$ cat config.mk
export PLATFORM = sky130hd
export DESIGN_NAME = gcd_queue
export DESIGN_NICKNAME = d
export VERILOG_FILES = /design/src/hw/rtl/gcd_pkg.sv /design/src/hw/rtl/gcd_queue.sv
export SDC_FILE = /design/constraint.sdc
export NUM_CORES = 1
export LEC_CHECK = 0
export BUFFER_PORTS_ARGS = -buffer_cell sky130_fd_sc_hd__buf_2
export CORE_MARGIN = 5
export CORE_UTILIZATION = 51
export CTS_CLUSTER_SIZE = 12
export DETAILED_ROUTE_END_ITERATION = 6
export PLACE_DENSITY = 0.72
export SYNTH_ARGS = -nofsm -noshare
export SYNTH_HDL_FRONTEND = slang
export SYNTH_SLANG_ARGS = --single-unit
$ cat constraint.sdc
create_clock -name clk -period 3.5 [get_ports clk]
set_clock_uncertainty 0.1 [all_clocks]
set_input_delay 0.175 -clock clk [delete_from_list [all_inputs] [get_ports clk]]
set_output_delay 0.175 -clock clk [all_outputs]
set_load 0.02 [all_outputs]
$ cat src/hw/rtl/gcd_pkg.sv
// Shared types, constants and arithmetic helpers for the great-circle distance unit.
// No dependencies; imported by every module of the block.
package gcd_pkg;

  // Width of the Q30 datapath (sines, cosines, angles in radians)
  localparam int QW = 34;

  // Angle input scaling and the derived degree constants
  localparam int                 ANGLE_FRAC_BITS = 20;
  localparam logic signed [29:0] FULL_DEG        = 30'sd377487360;
  localparam logic signed [29:0] HALF_DEG        = 30'sd188743680;
  localparam logic signed [29:0] QUARTER_DEG     = 30'sd94371840;

  // Degree-to-radian conversion: half turn is 45 * 2^22
  localparam logic [31:0] PI_Q30      = 32'd3373259426;
  localparam logic [58:0] DEG_ROUND   = 59'd94371840;
  localparam logic [31:0] RECIP_45    = 32'd3054198966;
  localparam logic [8:0]  DIV_CONST   = 9'd45;

  localparam logic signed [QW-1:0] GAIN_Q30 = 34'sd652032874;
  localparam logic signed [QW:0]   PI_EXT   = 35'sd3373259426;

  localparam logic [23:0] RADIUS_RESET = 24'd12777701;
  localparam logic [24:0] DIST_MAX     = 25'd26353587;

  // Queue between the front and the back
  localparam int QUEUE_DEPTH = 4;
  localparam int QUEUE_AW    = 2;

  // Angle after periodic reduction and fold into [-90, 90] degrees
  typedef struct packed {
    logic        neg;
    logic        sgn;
    logic [26:0] mag;
  } red_t;

  // One queued item: three angles in Q30 radians and their fold flags
  typedef struct packed {
    logic [2:0]         neg;
    logic [2:0][QW-1:0] z;
  } q_item_t;

  typedef struct packed {
    logic full;
    logic empty;
  } q_stat_t;

  // atan(2^-i) in Q30, truncated
  function automatic logic signed [QW-1:0] atan_q30(input logic [4:0] i);
    logic [31:0] v;
    case (i)
      5'd0:  v = 32'h3243F6A8;
      5'd1:  v = 32'h1DAC6705;
      5'd2:  v = 32'h0FADBAFC;
      5'd3:  v = 32'h07F56EA6;
      5'd4:  v = 32'h03FEAB76;
      5'd5:  v = 32'h01FFD55B;
      5'd6:  v = 32'h00FFFAAA;
      5'd7:  v = 32'h007FFF55;
      5'd8:  v = 32'h003FFFEA;
      5'd9:  v = 32'h001FFFFD;
      5'd10: v = 32'h000FFFFF;
      5'd11: v = 32'h0007FFFF;
      5'd12: v = 32'h0003FFFF;
      5'd13: v = 32'h0001FFFF;
      5'd14: v = 32'h0000FFFF;
      5'd15: v = 32'h00007FFF;
      5'd16: v = 32'h00003FFF;
      5'd17: v = 32'h00001FFF;
      5'd18: v = 32'h00000FFF;
      5'd19: v = 32'h000007FF;
      5'd20: v = 32'h000003FF;
      5'd21: v = 32'h000001FF;
      5'd22: v = 32'h000000FF;
      5'd23: v = 32'h0000007F;
      5'd24: v = 32'h0000003F;
      5'd25: v = 32'h0000001F;
      5'd26: v = 32'h0000000F;
      5'd27: v = 32'h00000008;
      5'd28: v = 32'h00000004;
      5'd29: v = 32'h00000002;
      5'd30: v = 32'h00000001;
      default: v = 32'h00000000;
    endcase
    return $signed({2'b00, v});
  endfunction

  // Q30 product, floor
  function automatic logic signed [QW-1:0] mulq(input logic signed [QW-1:0] a,
                                                input logic signed [QW-1:0] b);
    logic signed [2*QW-1:0] p;
    p = a * b;
    return p[QW+29:30];
  endfunction

  // Reduce to [-180, 180) degrees, then fold into [-90, 90]
  function automatic red_t reduce_angle(input logic signed [29:0] d);
    logic signed [29:0] r;
    logic signed [29:0] f;
    logic signed [29:0] m;
    red_t               res;
    res.neg = 1'b0;
    if (d >= HALF_DEG) begin
      r = d - FULL_DEG;
    end else if (d < -HALF_DEG) begin
      r = d + FULL_DEG;
    end else begin
      r = d;
    end
    f = r;
    if (r > QUARTER_DEG) begin
      f       = r - HALF_DEG;
      res.neg = 1'b1;
    end else if (r < -QUARTER_DEG) begin
      f       = r + HALF_DEG;
      res.neg = 1'b1;
    end
    res.sgn = f[29];
    m       = f[29] ? -f : f;
    res.mag = m[26:0];
    return res;
  endfunction

endpackage

$ cat src/hw/rtl/gcd_queue.sv
// Short FIFO between the front and the back so each side can stall on its own.
// Depends on gcd_pkg for the item type and depth.
module gcd_queue import gcd_pkg::*; (
  input  logic    clk,
  input  logic    rst_n,
  input  logic    push,
  input  q_item_t wdata,
  input  logic    pop,
  output q_item_t head,
  output q_stat_t stat
);

  q_item_t              mem_r [QUEUE_DEPTH];
  logic [QUEUE_AW-1:0]  wr_r, rd_r;
  logic [QUEUE_AW:0]    cnt_r;

  assign head       = mem_r[rd_r];
  assign stat.full  = (cnt_r == (QUEUE_AW+1)'(QUEUE_DEPTH));
  assign stat.empty = (cnt_r == '0);

  // Pointers and fill count
  always_ff @(posedge clk) begin
    if (!rst_n) begin
      wr_r  <= '0;
      rd_r  <= '0;
      cnt_r <= '0;
    end else begin
      if (push) wr_r <= wr_r + 1'b1;
      if (pop)  rd_r <= rd_r + 1'b1;
      cnt_r <= cnt_r + (QUEUE_AW+1)'(push) - (QUEUE_AW+1)'(pop);
    end
  end

  // Store the transfer
  always_ff @(posedge clk) begin
    if (push) begin
      mem_r[wr_r] <= wdata;
    end
  end

endmodule

==> impl_results.md <==
- CP max FO: 24
- Net switching power: 0.00253 W
- Worst relative slew slack: 0.497
- Number of DRC markers in iteration 0: 436
- Area of the core region: 30400 um2
- Vias: 7313
- Antenna violations before repair: 3
- Clock Power Share: 0.356
- Clock Tree Root: clkbuf_16
- Port-buffer cells: 215
- Synthesized area divided by synthesized cell count: 26.4 um2
- Post-synthesis cell type count: 21
- Via count of the first global-routing pass: 8038
- Minimum clock period: 2.59 ns
- Final Instance Count excl. Fillers: 1374
- Count of clock tree sinks: 429
- Critical Path RT: 3.22 ns
- Inst Count DP: 1196
- Clock transition at the register clock pins on the worst setup and hold paths after CTS: 0.06 ns
- Final Slew Violations: 0
- Final setup violation count: 0
- Sum of negative setup slack: 0 ns
- Post-DP HPWL: 17600 um
- RSZ-0062 raised after global routing: false
- Final core area utilization: 0.642
- Number of violations of the max-capacitance limit: 0
- Proportion of total power due to net switching: 0.223
- Measured slew at the worst slew-check pin: 0.754 ns
- Number of setup buffers added after CTS: 0
- Total wire length after detailed routing: 29700 um
- Max rail drop VDD: 449 uV
- Post-synth design cell area: 15600 um2
- Hold violation count in the final report: 0
- Gp weighted congestion: 0.695
- Final antenna-violating net count: 0
- Max H-tree Level: 2
- Pwr Density: 580 nW/um2
- Number of iterations in the first detailed-routing pass: 4
- Horiz. Die Dim: 185 um
- Minimum hold slack: 0.290 ns
- Wire length per cell: 21.6 um
- Post-detailed-route via-to-cell ratio: 5.32
- CTS Hold Bufs: 108
- Status: complete, no violations
- Net Count, Synth: 708
- Ys Warns: 0
- Category of the worst setup path launch point: flop
- Worst setup path category: flop to output port
- Total Die Area: 34200 um2
- Leftover overflow at the end of global routing: 0
- CP endpoint kind: output port
- CTS tree: done
- Top-level port count: 216
- Area added between synthesis and finish: 25.3%
- Arrival time of data at the critical path endpoint: 2.32 ns
- Cells after Synth: 592
- Seq/Total Area, Yosys: 0.820
- Flop and latch count out of synthesis: 429
- Share of cells above drive strength 1: 0.405
- PostCTS Resize Cnt: 0
- Initial core utilization: 0.513
- Residual DRC: 0
- Commonest non-fill, non-tap cell in the layout: edfxtp_1
- Combinational share of power: 0.115
- Number of rows in the core area: 64
- Leading cell types in the layout, fill and taps excluded: edfxtp_1 (420), buf_2 (215), dlygate4sd3_1 (108)
- All-layer global routing usage: 0.174
- Pin count of the biggest net entering global routing: 54
- Internal power of the cells: 0.00881 W
- Total Power: 0.0113 W
- Part of the cycle the worst path needs: 0.740
- Wire length of the first global-routing pass: 45700 um
- Count of filler cells inserted in the layout: 2007
- Proportion of power drawn by flip-flops and latches: 0.529
- Latest clock arrival within the worst-skew pair: 0.53 ns
- Die height: 185 um
- Leakage dissipation: 6.67 nW
- Largest buffer count on any clock path: 3
- Worst min-delay path class: primary input to flop
- Number of buffers created by CTS: 44
- Post-layout net count: 1070
- F_max: 386 MHz
## cell type report
class	count	area, um2	share of cell area
Tap cell	396	495	0.0253
Timing Repair Buffer	340	2380	0.122
Sequential cell	429	12800	0.655
Antenna cell	2	5.00	0.000256
Clock buffer	52	1150	0.0589
Multi-Input combinational cell	132	2610	0.134
Clock inverter	16	75.1	0.00384
Inverter	7	26.3	0.00134
## synth_stat cells
cell type    n  area (um2)
clkbuf_1     5        18.8
inv_1        7        26.3
mux4_2     105        2360
fa_1         1        20.0
nor2_1       5        18.8
xnor2_1      2        17.5
nand3b_1     1        7.51
buf_2       12        60.1
mux2i_1      1        10.0
buf_12       1        20.0
nor3_1       1        5.00
and2_1       6        37.5
and3_1       1        6.26
xor3_1       1        23.8
buf_6        1        11.3
dfxtp_1      9         180
ha_1         6        75.1
a21oi_1      1        5.00
a21bo_2      1        10.0
edfxtp_1   420       12600
buf_8        5        75.1
## final timing paths
kind / end / slack, ns / depth (start not counted) / start
worst max register to register: mem_r[3][99] / 1.48 / 3 / wr_r[0]
worst min register to register: flop / 0.43 / 2 / rd_r[1]
worst min-delay path: mem_r[2][8] / 0.29 / 2 / wdata[8]
worst max-delay path: head[90] / 0.91 / 3 / flop
## cell families (layout without fill, tap and decap cells)
kind of cell	count (synthesis)	count (layout)	share of synthesized area
xor gates and xnor gates	3	3	0.00265
and+or+nand+nor	14	14	0.00481
muxes	106	106	0.152
buffers and inverters	31	415	0.0136
other	0	2	0
DFF	429	429	0.820
AOI/OAI and AO/OA	2	2	0.000962
adders and majority gates	7	7	0.00609
## sequential cells by signal, indices dropped and copies added (netlist names), named ones only
register and count:
wr_r 2, rd_r 2, mem_r 420, cnt_r 3
## power by group through the flow
stage	clock, W	combinational (W)	sequential [W]
2_1_floorplan	0	0.000804	0.00606
4_1_cts	0.00415	0.00133	0.00600
3_3_place_gp	0	0.00121	0.00609
3_5_place_dp	0	0.00123	0.00610
6_report	0.00403	0.00131	0.00599
5_1_grt	0.00437	0.00140	0.00601
## metal layers
layer	share of wire	routed length, um	global-route usage	vias up
li1	-	-	-	3271
met1	0.42	12400	0.241	3756
met2	0.50	14900	0.289	239
met3	0.064	1910	0.0379	45
met4	0.015	450	0.0417	2
met5	0.00044	13	0	-
## metrics by stage
stage | setup WS [ns] | instance area [um2]
after CTS | 0.796 | 19500
after global routing | 0.732 | 19600
after floorplan | 1.12 | 15600
after global placement | 1.41 | 17200
final | 0.908 | 19600
after detailed placement | 1.38 | 17200
## worst max-delay path: stages, from the launching register on
cell and delay [ns]:
dfxtp_4 0.69, buf_4 0.36, mux4_2 0.56, buf_2 0.18
(Power assumes the default switching activity.)
